File: src/rtl/sitd_pkg.sv
// shared types and constants for the signed integer to decimal text block
package sitd_pkg;

    localparam int VALUE_PORT_W = 64;
    localparam int CHAR_W       = 8;
    localparam int CFG_IDX_W    = 8;
    localparam int CFG_DATA_W   = 8;

    // configuration register indexes
    localparam logic [CFG_IDX_W-1:0] REG_ADD_TERM  = 8'd0;
    localparam logic [CFG_IDX_W-1:0] REG_TERM_CHAR = 8'd1;

    localparam logic [CHAR_W-1:0] CHAR_ZERO  = 8'h30;
    localparam logic [CHAR_W-1:0] CHAR_MINUS = 8'h2D;
    localparam logic [CHAR_W-1:0] TERM_RESET = 8'h0A;

    // handoff from the converter to the character emitter
    typedef struct packed {
        logic done;
        logic neg;
    } sitd_ctl_t;

endpackage

File: src/rtl/sitd_if.sv
// stream interfaces: input value, output characters, configuration writes
interface sitd_value_if import sitd_pkg::*; ();
    logic                    valid;
    logic                    ready;
    logic [VALUE_PORT_W-1:0] value;

    modport source (output valid, output value, input ready);
    modport sink (input valid, input value, output ready);
endinterface

interface sitd_text_if import sitd_pkg::*; ();
    logic              valid;
    logic              ready;
    logic [CHAR_W-1:0] text_char;
    logic              last;

    modport source (output valid, output text_char, output last, input ready);
    modport sink (input valid, input text_char, input last, output ready);
endinterface

interface sitd_cfg_if import sitd_pkg::*; ();
    logic                  valid;
    logic                  ready;
    logic [CFG_IDX_W-1:0]  index;
    logic [CFG_DATA_W-1:0] data;

    modport source (output valid, output index, output data, input ready);
    modport sink (input valid, input index, input data, output ready);
endinterface

File: src/rtl/sitd_b2b.sv
// bit-serial binary to bcd converter (shift and add 3), one input bit per cycle
module sitd_b2b import sitd_pkg::*; #(
    parameter int VALUE_WIDTH = 64,
    parameter int NUM_DIGITS  = 19
) (
    input  logic                    clk,
    input  logic                    rst_n,
    input  logic                    start,
    input  logic [VALUE_WIDTH-1:0]  value,
    input  logic                    take,
    output logic                    idle,
    output sitd_ctl_t               ctl,
    output logic [NUM_DIGITS*4-1:0] bcd
);

    localparam int CNT_W = $clog2(VALUE_WIDTH + 1);
    localparam int BCD_W = NUM_DIGITS * 4;

    logic                   busy_reg;
    logic                   done_reg;
    logic [CNT_W-1:0]       cnt_reg;
    logic [VALUE_WIDTH-1:0] shift_reg;
    logic [BCD_W-1:0]       bcd_reg;
    logic [BCD_W-1:0]       bcd_adj;
    logic [BCD_W-1:0]       bcd_next;
    logic                   neg_reg;
    logic                   neg_in;
    logic [VALUE_WIDTH-1:0] mag_in;

    // magnitude at full width: the most negative value maps to 2^(w-1)
    assign neg_in = value[VALUE_WIDTH-1];
    assign mag_in = neg_in ? (~value + 1'b1) : value;

    always_comb
    begin
        for (int i = 0; i < NUM_DIGITS; i++)
        begin
            bcd_adj[4*i +: 4] = (bcd_reg[4*i +: 4] >= 4'd5) ?
                                (bcd_reg[4*i +: 4] + 4'd3) : bcd_reg[4*i +: 4];
        end
        bcd_next = {bcd_adj[BCD_W-2:0], shift_reg[VALUE_WIDTH-1]};
    end

    always_ff @(posedge clk or negedge rst_n)
    begin
        if (!rst_n)
        begin
            busy_reg <= 1'b0;
            done_reg <= 1'b0;
            cnt_reg  <= '0;
        end
        else if (start)
        begin
            busy_reg <= 1'b1;
            cnt_reg  <= CNT_W'(VALUE_WIDTH);
        end
        else if (busy_reg)
        begin
            cnt_reg <= cnt_reg - 1'b1;
            if (cnt_reg == CNT_W'(1))
            begin
                busy_reg <= 1'b0;
                done_reg <= 1'b1;
            end
        end
        else if (take)
        begin
            done_reg <= 1'b0;
        end
    end

    always_ff @(posedge clk)
    begin
        if (start)
        begin
            shift_reg <= mag_in;
            bcd_reg   <= '0;
            neg_reg   <= neg_in;
        end
        else if (busy_reg)
        begin
            shift_reg <= {shift_reg[VALUE_WIDTH-2:0], 1'b0};
            bcd_reg   <= bcd_next;
        end
    end

    assign idle     = !busy_reg && !done_reg;
    assign ctl.done = done_reg;
    assign ctl.neg  = neg_reg;
    assign bcd      = bcd_reg;

endmodule

File: src/rtl/sitd_emit.sv
// character emitter: sign, digits without leading zeros, optional terminator
module sitd_emit import sitd_pkg::*; #(
    parameter int NUM_DIGITS = 19
) (
    input  logic                    clk,
    input  logic                    rst_n,
    input  sitd_ctl_t               ctl,
    input  logic [NUM_DIGITS*4-1:0] bcd_in,
    input  logic                    add_term,
    input  logic [CHAR_W-1:0]       term_char,
    output logic                    take,
    output logic                    out_valid,
    output logic [CHAR_W-1:0]       out_char,
    output logic                    out_last,
    input  logic                    out_ready
);

    localparam int BCD_W  = NUM_DIGITS * 4;
    localparam int DCNT_W = $clog2(NUM_DIGITS + 1);

    localparam logic [1:0] ST_IDLE = 2'd0;
    localparam logic [1:0] ST_SIGN = 2'd1;
    localparam logic [1:0] ST_DIG  = 2'd2;
    localparam logic [1:0] ST_TERM = 2'd3;

    logic [1:0]        state_reg, state_next;
    logic [BCD_W-1:0]  bcd_reg, bcd_next;
    logic [DCNT_W-1:0] dcnt_reg, dcnt_next;
    logic              started_reg, started_next;
    logic              ovalid_reg, ovalid_next;
    logic [CHAR_W-1:0] char_reg, char_next;
    logic              last_reg, last_next;
    logic [3:0]        top_dig;
    logic              slot;
    logic              final_dig;

    assign top_dig   = bcd_reg[BCD_W-1 -: 4];
    assign slot      = !ovalid_reg || out_ready;
    assign final_dig = (dcnt_reg == DCNT_W'(1));

    always_comb
    begin
        state_next   = state_reg;
        bcd_next     = bcd_reg;
        dcnt_next    = dcnt_reg;
        started_next = started_reg;
        ovalid_next  = ovalid_reg && !out_ready;
        char_next    = char_reg;
        last_next    = last_reg;
        take         = 1'b0;
        case (state_reg)
            ST_IDLE:
            begin
                if (ctl.done)
                begin
                    take         = 1'b1;
                    bcd_next     = bcd_in;
                    dcnt_next    = DCNT_W'(NUM_DIGITS);
                    started_next = 1'b0;
                    state_next   = ctl.neg ? ST_SIGN : ST_DIG;
                end
            end
            ST_SIGN:
            begin
                if (slot)
                begin
                    ovalid_next = 1'b1;
                    char_next   = CHAR_MINUS;
                    last_next   = 1'b0;
                    state_next  = ST_DIG;
                end
            end
            ST_DIG:
            begin
                // leading zeros are dropped without a transfer, the units digit never
                if (top_dig == 4'd0 && !started_reg && !final_dig)
                begin
                    bcd_next  = {bcd_reg[BCD_W-5:0], 4'd0};
                    dcnt_next = dcnt_reg - 1'b1;
                end
                else if (slot)
                begin
                    ovalid_next  = 1'b1;
                    char_next    = CHAR_ZERO + {4'd0, top_dig};
                    last_next    = final_dig && !add_term;
                    bcd_next     = {bcd_reg[BCD_W-5:0], 4'd0};
                    dcnt_next    = dcnt_reg - 1'b1;
                    started_next = 1'b1;
                    if (final_dig)
                    begin
                        state_next = add_term ? ST_TERM : ST_IDLE;
                    end
                end
            end
            ST_TERM:
            begin
                if (slot)
                begin
                    ovalid_next = 1'b1;
                    char_next   = term_char;
                    last_next   = 1'b1;
                    state_next  = ST_IDLE;
                end
            end
            default:
            begin
                state_next = ST_IDLE;
            end
        endcase
    end

    always_ff @(posedge clk or negedge rst_n)
    begin
        if (!rst_n)
        begin
            state_reg   <= ST_IDLE;
            ovalid_reg  <= 1'b0;
            started_reg <= 1'b0;
            dcnt_reg    <= '0;
        end
        else
        begin
            state_reg   <= state_next;
            ovalid_reg  <= ovalid_next;
            started_reg <= started_next;
            dcnt_reg    <= dcnt_next;
        end
    end

    always_ff @(posedge clk)
    begin
        bcd_reg  <= bcd_next;
        char_reg <= char_next;
        last_reg <= last_next;
    end

    assign out_valid = ovalid_reg;
    assign out_char  = char_reg;
    assign out_last  = last_reg;

endmodule

File: src/rtl/signed_int_to_decimal_text_top.sv
// signed integer to decimal ascii text converter, top level
//
// value_ch carries one signed integer per transfer; only its low VALUE_WIDTH
// bits are used. text_ch returns its decimal text one character per transfer,
// '-' first for a negative value, no leading zeros, then the terminator when
// add_terminator is set; last marks the final character. cfg_ch writes
// register 0 (add_terminator) and 1 (terminator_char); it is always ready.
// After bit-serial bcd conversion and a handoff to the emitter, the sign of
// a negative value is sent, leading zeros are dropped, and the characters
// then leave one per cycle while the receiver is ready.
// The converter takes the next value in the cycle after it has handed its
// digits to the emitter, so a new value is taken at the pace of the converter
// (load, shifts, handoff) or of the emitter (zero skips plus characters),
// whichever is slower. A receiver stall holds the current character in the
// output register and stops the emitter; conversion of a waiting value
// continues. Reset clears both sides and sets add_terminator to 0 and
// terminator_char to newline.
module signed_int_to_decimal_text_top import sitd_pkg::*; #(
    parameter int VALUE_WIDTH = 64
) (
    input  logic     clk,
    input  logic     rst_n,
    sitd_value_if.sink   value_ch,
    sitd_text_if.source  text_ch,
    sitd_cfg_if.sink     cfg_ch
);

    // digit count of 2^(VALUE_WIDTH-1): floor((w-1)*log10(2)) + 1
    localparam int NUM_DIGITS = ((VALUE_WIDTH - 1) * 30103) / 100000 + 1;

    logic                    add_term_reg;
    logic [CHAR_W-1:0]       term_char_reg;
    logic                    conv_idle;
    logic                    start;
    logic                    take;
    sitd_ctl_t               ctl;
    logic [NUM_DIGITS*4-1:0] bcd;

    assign cfg_ch.ready = 1'b1;

    always_ff @(posedge clk or negedge rst_n)
    begin
        if (!rst_n)
        begin
            add_term_reg  <= 1'b0;
            term_char_reg <= TERM_RESET;
        end
        else if (cfg_ch.valid)
        begin
            case (cfg_ch.index)
                REG_ADD_TERM:  add_term_reg  <= cfg_ch.data[0];
                REG_TERM_CHAR: term_char_reg <= cfg_ch.data[CHAR_W-1:0];
                default:       ;
            endcase
        end
    end

    assign value_ch.ready = conv_idle;
    assign start          = value_ch.valid && conv_idle;

    sitd_b2b #(
        .VALUE_WIDTH (VALUE_WIDTH),
        .NUM_DIGITS  (NUM_DIGITS)
    ) u_b2b (
        .clk   (clk),
        .rst_n (rst_n),
        .start (start),
        .value (value_ch.value[VALUE_WIDTH-1:0]),
        .take  (take),
        .idle  (conv_idle),
        .ctl   (ctl),
        .bcd   (bcd)
    );

    sitd_emit #(
        .NUM_DIGITS (NUM_DIGITS)
    ) u_emit (
        .clk       (clk),
        .rst_n     (rst_n),
        .ctl       (ctl),
        .bcd_in    (bcd),
        .add_term  (add_term_reg),
        .term_char (term_char_reg),
        .take      (take),
        .out_valid (text_ch.valid),
        .out_char  (text_ch.text_char),
        .out_last  (text_ch.last),
        .out_ready (text_ch.ready)
    );

endmodule

File: src/flat_wrapper.sv
// flat-port wrapper written by rule: the top's interface ports become plain ports
module signed_int_to_decimal_text_top_flat import sitd_pkg::*;
#(
    parameter int VALUE_WIDTH = 64
)
  (clk, rst_n, value_ch_valid, value_ch_value, value_ch_ready, text_ch_valid, text_ch_text_char, text_ch_last, text_ch_ready, cfg_ch_valid, cfg_ch_index, cfg_ch_data, cfg_ch_ready);
  sitd_value_if value_ch_i ();
  sitd_text_if text_ch_i ();
  sitd_cfg_if cfg_ch_i ();
  input  logic clk;
  input  logic rst_n;
  input wire logic [$bits(value_ch_i.valid)-1:0] value_ch_valid;
  input wire logic [$bits(value_ch_i.value)-1:0] value_ch_value;
  output wire logic [$bits(value_ch_i.ready)-1:0] value_ch_ready;
  output wire logic [$bits(text_ch_i.valid)-1:0] text_ch_valid;
  output wire logic [$bits(text_ch_i.text_char)-1:0] text_ch_text_char;
  output wire logic [$bits(text_ch_i.last)-1:0] text_ch_last;
  input wire logic [$bits(text_ch_i.ready)-1:0] text_ch_ready;
  input wire logic [$bits(cfg_ch_i.valid)-1:0] cfg_ch_valid;
  input wire logic [$bits(cfg_ch_i.index)-1:0] cfg_ch_index;
  input wire logic [$bits(cfg_ch_i.data)-1:0] cfg_ch_data;
  output wire logic [$bits(cfg_ch_i.ready)-1:0] cfg_ch_ready;
  assign value_ch_i.valid = value_ch_valid;
  assign value_ch_i.value = value_ch_value;
  assign value_ch_ready = value_ch_i.ready;
  assign text_ch_valid = text_ch_i.valid;
  assign text_ch_text_char = text_ch_i.text_char;
  assign text_ch_last = text_ch_i.last;
  assign text_ch_i.ready = text_ch_ready;
  assign cfg_ch_i.valid = cfg_ch_valid;
  assign cfg_ch_i.index = cfg_ch_index;
  assign cfg_ch_i.data = cfg_ch_data;
  assign cfg_ch_ready = cfg_ch_i.ready;
  signed_int_to_decimal_text_top #(.VALUE_WIDTH(VALUE_WIDTH)) u_core (.clk(clk), .rst_n(rst_n), .value_ch(value_ch_i), .text_ch(text_ch_i), .cfg_ch(cfg_ch_i));
endmodule
File: config.mk
export PLATFORM = sky130hd
export DESIGN_NAME = signed_int_to_decimal_text_top_flat
export DESIGN_NICKNAME = d
export VERILOG_FILES = /design/src/rtl/sitd_pkg.sv /design/src/rtl/sitd_if.sv /design/src/rtl/sitd_b2b.sv /design/src/rtl/sitd_emit.sv /design/src/rtl/signed_int_to_decimal_text_top.sv /design/src/flat_wrapper.sv
export SDC_FILE = /design/constraint.sdc
export NUM_CORES = 1
export LEC_CHECK = 0
export ABC_CLOCK_PERIOD_IN_PS = 4700
export BUFFER_PORTS_ARGS = -buffer_cell sky130_fd_sc_hd__buf_2
export CELL_PAD_IN_SITES_DETAIL_PLACEMENT = 1
export CELL_PAD_IN_SITES_GLOBAL_PLACEMENT = 2
export CORE_MARGIN = 5
export CORE_UTILIZATION = 35
export DETAILED_ROUTE_END_ITERATION = 12
export PLACE_DENSITY = 0.72
export SLEW_MARGIN = 0
export SYNTH_ARGS = -nofsm -noshare
export SYNTH_HDL_FRONTEND = slang
export SYNTH_HIERARCHICAL = 1
export SYNTH_SLANG_ARGS = --single-unit
File: constraint.sdc
create_clock -name clk -period 4.7 [get_ports clk]
set_input_delay 0.94 -clock clk [delete_from_list [all_inputs] [get_ports clk]]
set_output_delay 0.94 -clock clk [all_outputs]
set_load 0.005 [all_outputs]
==> results.sh, run 1 <==
export IMPL_ys_dominant_reg_cell="edfxtp_1"
export IMPL_ant_nets=0
export IMPL_cp_num_buf_inv=1
export IMPL_antenna_found_initial=0
export IMPL_ctsHtreeMaxLevel=1
export IMPL_hp_class="in -> async"
export IMPL_yosys_area_top_type="edfxtp_1"
export IMPL_core_area_mm2=0.03883
export IMPL_area_delta_synth_final_pct=14.30
export IMPL_synth_edff_count=150
export IMPL_synth_top_cells_by_area="edfxtp_1 33%, dfxtp_1 11%, nand2_1 7.9%, dfrtp_1 4.5%, a21oi_1 3.9%"
export IMPL_design_area_mm2=0.01574
export IMPL_peakVddDrop_mv=0.3521
export IMPL_hold_viol_final=0
export IMPL_drive_gt1_frac=0.1244
export IMPL_fin_tns_setup_ns=0
export IMPL_slew_limit_headroom=0.3155
export IMPL_fmax_ghz=0.3074
export IMPL_hold_buffers=0
export IMPL_outcome="completed"
export IMPL_post_cts_resized=0
export IMPL_totalWireLength_um=34760
export IMPL_synthesis_nets=1615
export IMPL_syn_avg_cell_area_um2=9.258
export IMPL_std_cell_rows=72
export IMPL_ff2ff_setup_slack_ns=1.95
export IMPL_die_height_um=208.3
export IMPL_port_buffers=95
export IMPL_grt_pass1_vias=11330
export IMPL_path_class="in -> reg"
export IMPL_grt_ovfl_total=0
export IMPL_yosys_top_cells_count="289 x nand2_1, 150 x edfxtp_1, 118 x nor2_1"
export IMPL_cts_root_buf="clkbuf_16"
export IMPL_clockBufferDepth=3
export IMPL_p_per_area_mw_per_mm2=408.0
export IMPL_worstPathArrival_ns=3.54
export IMPL_yosysMostFrequentCell="nand2_1"
export IMPL_post_cts_setup_buffers=0
export IMPL_grt_max_degree=198
export IMPL_finalSetupViolations=0
export IMPL_cp_common_cell="or4_1"
export IMPL_routedWlPerCell_um=16.66
export IMPL_cp_slowest_cell="or4_1"
export IMPL_worstSkewPairLatency_ns=0.57
export IMPL_grt_usage=0.1561
export IMPL_route_detailed_drc=0
export IMPL_finalCritPeriodShare=0.6921
export IMPL_cp_top_family="simple AND/OR/NAND/NOR gates"
export IMPL_cts_buffers_inserted=30
export IMPL_crit_chain="buf_2 -> or4_1 -> or4_1 -> or3_1 -> o311ai_0 -> o221ai_1"
export IMPL_leakagePower_nw=6.452
export IMPL_cap_violations=0
export IMPL_hpwlAfterDp_um=22460
export IMPL_r2r_end="u_core/u_emit/bcd_reg[4]"
export IMPL_grt_pass1_wl_um=57990
export IMPL_initial_core_util=0.3546
export IMPL_final_setup_skew_ns=0.01299
export IMPL_placed_area_mm2=0.01470
export IMPL_worstPathRequired_ns=4.99
export IMPL_start_kind="input port"
export IMPL_first_pass_iters=4
export IMPL_fin_crit_ns=3.253
export IMPL_endpoint_kind="flip-flop"
export IMPL_die_area_mm2=0.04340
export IMPL_synth_cell_types=67
export IMPL_grt_setup_unrepaired="no"
export IMPL_syn_inst=1487
export IMPL_drt_initial_drc_count=530
export IMPL_diodes=0
export IMPL_path_clk_slew_ns=0.06
export IMPL_drt_vias_per_instance=5.184
export IMPL_synthArstFlopShare=0.1067
export IMPL_place_gp_congestion=0.8079
export IMPL_clock_sinks=253
export IMPL_reg2reg_depth=3
export IMPL_ys_seq_area_frac=0.4870
export IMPL_reg2reg_from="u_core/u_emit/bcd_reg[72]"
export IMPL_ys_ff_latch=253
export IMPL_worst_slew_pin_slew_ns=1.027
export IMPL_ios=97
export IMPL_maxSlewViolCount=0
export IMPL_via_count=10810
export IMPL_crit_fanout=12
export IMPL_die_w_um=208.3
export IMPL_cts_tree="done"
export IMPL_synth_top_area_frac=0.3272
export IMPL_synth_warning_count=6
export IMPL_max_stage_delay_ns=0.77
export IMPL_finalNetCount=1672
export IMPL_synthesis_area_mm2=0.01377
[cells by family (layout without fill, tap and decap cells)]
kind of cell	Yosys count	in the layout	share of synthesized area
muxes	45	45	0.03363
adders and majority gates	43	43	0.03908
DFF	253	253	0.4870
AOI/OAI and AO/OA	271	271	0.1223
other	1	1	0.0002724
buffers and inverters	141	222	0.03999
xor gates and xnor gates	75	75	0.04771
and+or+nand+nor	658	658	0.2300
[worst register-to-register path: stages, from the launching register on]
cell and delay, ns:
edfxtp_1 0.43, or4_4 0.58, o31ai_4 0.42, a21o_4 0.83
[routing by layer]
metal,vias up,GRT usage,wire [µm]
met5,-,0,0
met4,0,0.03760,745
met3,48,0.02561,1110
met2,114,0.2640,16260
met1,5302,0.2102,16640
li1,5349,-,-
[per-stage QoR]
step / setup WS [ns] / power, mW / instances / hold slack, ns / utilization
floorplan: 1.335 / 3.701 / 1487 / 0.4449 / -
global placement: 0.8943 / 4.048 / 2030 / 0.4710 / 0.3785
detailed placement: 0.8558 / 4.071 / 2030 / 0.4799 / 0.3785
CTS: 1.471 / 6.555 / 2086 / 0.3927 / 0.4053
global route: 1.278 / 6.787 / 2086 / 0.4343 / 0.4053
finish: 1.447 / 6.420 / 2086 / 0.4046 / 0.4053
[cell type report]
cell class	instances	area, µm²
Fill cell	4487	23090
Sequential cell	253	6708
Multi-Input combinational cell	1093	6531
Clock buffer	39	845.8
Tap cell	518	648.1
Timing Repair Buffer	110	600.6
Inverter	56	210.2
Clock inverter	17	191.4
[cell usage in the layout (no fill, tap or decap), drive strengths merged, types with 8 or more instances in the layout]
cell type  synthesis  routed
nand2            289     289
inv               56      56
ha                43      43
a21o              16      16
nand2b            52      52
o211ai            18      18
nor3              14      14
buf               15     110
nand4             10      10
nand3             58      58
o21ai             55      55
o31ai             15      15
or4               28      28
o41ai             10      10
and2               8       8
clkbuf            70      39
xor2              32      32
a21oi            109     109
dfrtp             25      25
nor4              20      20
clkinv             0       9
mux2              10      10
or3               22      22
dfxtp             76      76
a31oi             11      11
edfxtp           150     150
nor2             118     118
xnor2             43      43
mux2i             35      35
nor4b              8       8
[worst max path at each step]
stage / startpoint / end / cells past startpoint / slack, ns
after global placement: value_ch_value[12] / u_core/u_b2b/shift_reg[39] / 6 / 0.89
after global routing: value_ch_value[6] / u_core/u_b2b/shift_reg[39] / 6 / 1.28
final: value_ch_value[12] / u_core/u_b2b/shift_reg[39] / 6 / 1.45
after detailed placement: value_ch_value[12] / u_core/u_b2b/shift_reg[39] / 6 / 0.86
after CTS: value_ch_value[12] / u_core/u_b2b/shift_reg[39] / 6 / 1.47
after floorplan: value_ch_value[26] / u_core/u_b2b/shift_reg[39] / 7 / 1.33
[power by group]
part	total (mW)	switching [mW]	internal (mW)
sequential	2.99	0.144	2.85
clock	2.43	0.951	1.48
combinational	0.998	0.696	0.302
(Power assumes the default switching activity.)
==> run 2: changes to the inputs <==
--- a/config.mk
+++ b/config.mk
@@ -5,7 +5,7 @@
 export SDC_FILE = /design/constraint.sdc
 export NUM_CORES = 1
 export LEC_CHECK = 0
-export ABC_CLOCK_PERIOD_IN_PS = 4700
+export ABC_CLOCK_PERIOD_IN_PS = 3400
 export BUFFER_PORTS_ARGS = -buffer_cell sky130_fd_sc_hd__buf_2
 export CELL_PAD_IN_SITES_DETAIL_PLACEMENT = 1
 export CELL_PAD_IN_SITES_GLOBAL_PLACEMENT = 2
==> constraint.sdc (replaced) <==
create_clock -name clk -period 3.4 [get_ports clk]
set_input_delay 0.68 -clock clk [delete_from_list [all_inputs] [get_ports clk]]
set_output_delay 0.68 -clock clk [all_outputs]
set_load 0.005 [all_outputs]
==> results.sh, run 2 (synthesis gave the netlist of run 1 again) <==
export IMPL_netSwitchingFraction=0.2782
export IMPL_finalCritPeriodShare=0.8413
export IMPL_clockBufferDepth=3
export IMPL_std_cell_rows=72
export IMPL_design_area_mm2=0.01602
export IMPL_diodes=0
export IMPL_routedWlPerCell_um=16.50
export IMPL_peakVddDrop_mv=0.3993
export IMPL_path_clk_slew_ns=0.06
export IMPL_die_area_mm2=0.04340
export IMPL_via_count=10890
export IMPL_max_stage_delay_ns=0.64
export IMPL_port_buffers=95
export IMPL_mostFrequentLayoutCells="289 x nand2_1, 150 x edfxtp_1, 118 x nor2_1"
export IMPL_post_cts_resized=0
export IMPL_cts_buffers_inserted=31
export IMPL_route_detailed_drc=0
export IMPL_start_kind="input port"
export IMPL_grt_usage=0.1579
export IMPL_crit_fanout=8
export IMPL_maxSlewViolCount=0
export IMPL_place_gp_congestion=0.8073
export IMPL_power_share_clock=0.381
export IMPL_drt_initial_drc_count=369
export IMPL_fin_crit_ns=2.860
export IMPL_outcome="completed"
export IMPL_first_pass_iters=7
export IMPL_fmax_ghz=0.3496
export IMPL_die_w_um=208.3
export IMPL_finalSetupViolations=0
export IMPL_ctsHtreeMaxLevel=1
export IMPL_drt_vias_per_instance=5.137
export IMPL_hold_viol_final=0
export IMPL_totalWireLength_um=34980
export IMPL_clock_sinks=253
export IMPL_path_class="in -> reg"
export IMPL_hp_class="in -> async"
export IMPL_worst_slew_pin_slew_ns=0.9862
export IMPL_post_cts_setup_buffers=0
export IMPL_final_setup_skew_ns=0.02317
export IMPL_finalNetCount=1705
export IMPL_p_switching_mw=2.521
export IMPL_slew_limit_headroom=0.3418
export IMPL_initial_core_util=0.3546
export IMPL_placed_area_mm2=0.01495
export IMPL_dp_cells=2062
export IMPL_p_per_area_mw_per_mm2=565.8
export IMPL_grt_pass1_vias=11260
export IMPL_ios=97
export IMPL_final_common_cell="nand2_1"
export IMPL_cts_root_buf="clkbuf_16"
export IMPL_area_delta_synth_final_pct=16.35
export IMPL_drive_gt1_frac=0.1404
export IMPL_die_height_um=208.3
export IMPL_cap_violations=0
export IMPL_worstPathArrival_ns=3.13
export IMPL_p_int_mw=6.541
export IMPL_grt_ovfl_total=0
export IMPL_core_area_mm2=0.03883
export IMPL_fin_cells=2120
export IMPL_grt_pass1_wl_um=58480
export IMPL_utilization=0.4125
export IMPL_fin_tns_setup_ns=0
export IMPL_combPwrFrac=0.165
export IMPL_cp_slowest_cell="or4b_1"
export IMPL_power_mw=9.062
export IMPL_pwr_share_seq=0.454
export IMPL_hold_buffers=0
export IMPL_leakagePower_nw=6.630
export IMPL_cts_tree="done"
export IMPL_crit_chain="buf_2 -> or4_4 -> or4b_1 -> or3_1 -> o311ai_0 -> o221ai_1"
export IMPL_regArea_mm2=0.006708
export IMPL_worstPathRequired_ns=3.67
export IMPL_hpwlAfterDp_um=23520
export IMPL_multi_input_area_mm2=0.006531
export IMPL_ant_nets=0
export IMPL_antenna_found_initial=0
export IMPL_grt_setup_unrepaired="no"
export IMPL_worstSkewPairLatency_ns=0.58
export IMPL_endpoint_kind="flip-flop"
export IMPL_fill_cells=4472
export IMPL_grt_max_degree=85
==> run 2: cell count changes in the layout (fill, tap and decap cells not counted), moves of 2 or more <==
cell,previous run,this run
buf_4,14,45
clkbuf_1,4,10
clkinv_1,3,1
clkinv_2,6,4
clkinvlp_4,4,1
==> run 2: power groups by stage <==
stage | Clock, mW | Sequential, mW | Combinational (mW)
after floorplan | 0 | 4.13 | 0.990
after CTS | 3.58 | 4.12 | 1.54
after global routing | 3.70 | 4.16 | 1.71
after detailed placement | 0 | 4.18 | 1.53
final | 3.46 | 4.11 | 1.49
after global placement | 0 | 4.16 | 1.51
==> run 2: worst paths after layout <==
path	startpoint	to	slack [ns]	cells after the start
worst max-delay path	value_ch_value[26]	u_core/u_b2b/shift_reg[39]	0.54	6
worst min-delay path	rst_n	u_core/u_emit/out_valid	0.13	1
worst max register to register	u_core/u_emit/bcd_reg[72]	u_core/u_emit/bcd_reg[10]	0.86	4
worst min register to register	u_core/u_b2b/bcd[75]	u_core/u_b2b/bcd[75]	0.49	2
max in group asynchronous	rst_n	u_core/u_b2b/busy_reg	2.77	1
min in group clk	cfg_ch_data[1]	u_core/term_char_reg[1]	0.33	2
==> run 2: through the flow <==
step | hold WS (ns) | setup slack, ns
global route | 0.1551 | 0.4966
finish | 0.1276 | 0.5395
global placement | 0.4719 | 0.04399
detailed placement | 0.4824 | -0.06118
floorplan | 0.3844 | 0.08420
CTS | 0.1234 | 0.5609
==> run 2: layer usage <==
metal	track usage	wire length, µm	up-vias
li1	-	-	5435
met3	0.02380	1205	50
met5	0	0	-
met4	0.03624	768	0
met2	0.2650	16150	133
met1	0.2164	16850	5273
==> run 2: area by class of cell <==
cell class / instances / area share
sequential: 253 / 0.4188
multi-input combinational: 1093 / 0.4077
clock buffer: 47 / 0.05663
timing repair buffer: 142 / 0.05327
tap: 518 / 0.04046
inverter: 56 / 0.01312
clock inverter: 11 / 0.009998
==> run 2: critical path, delay by kind of cell <==
| family | cells | cell delay, ns |
|---|---|---|
| and+or+nand+nor | 3 | 1.72 |
| AOI/OAI and AO/OA | 2 | 0.61 |
| buffers and inverters | 1 | 0.12 |
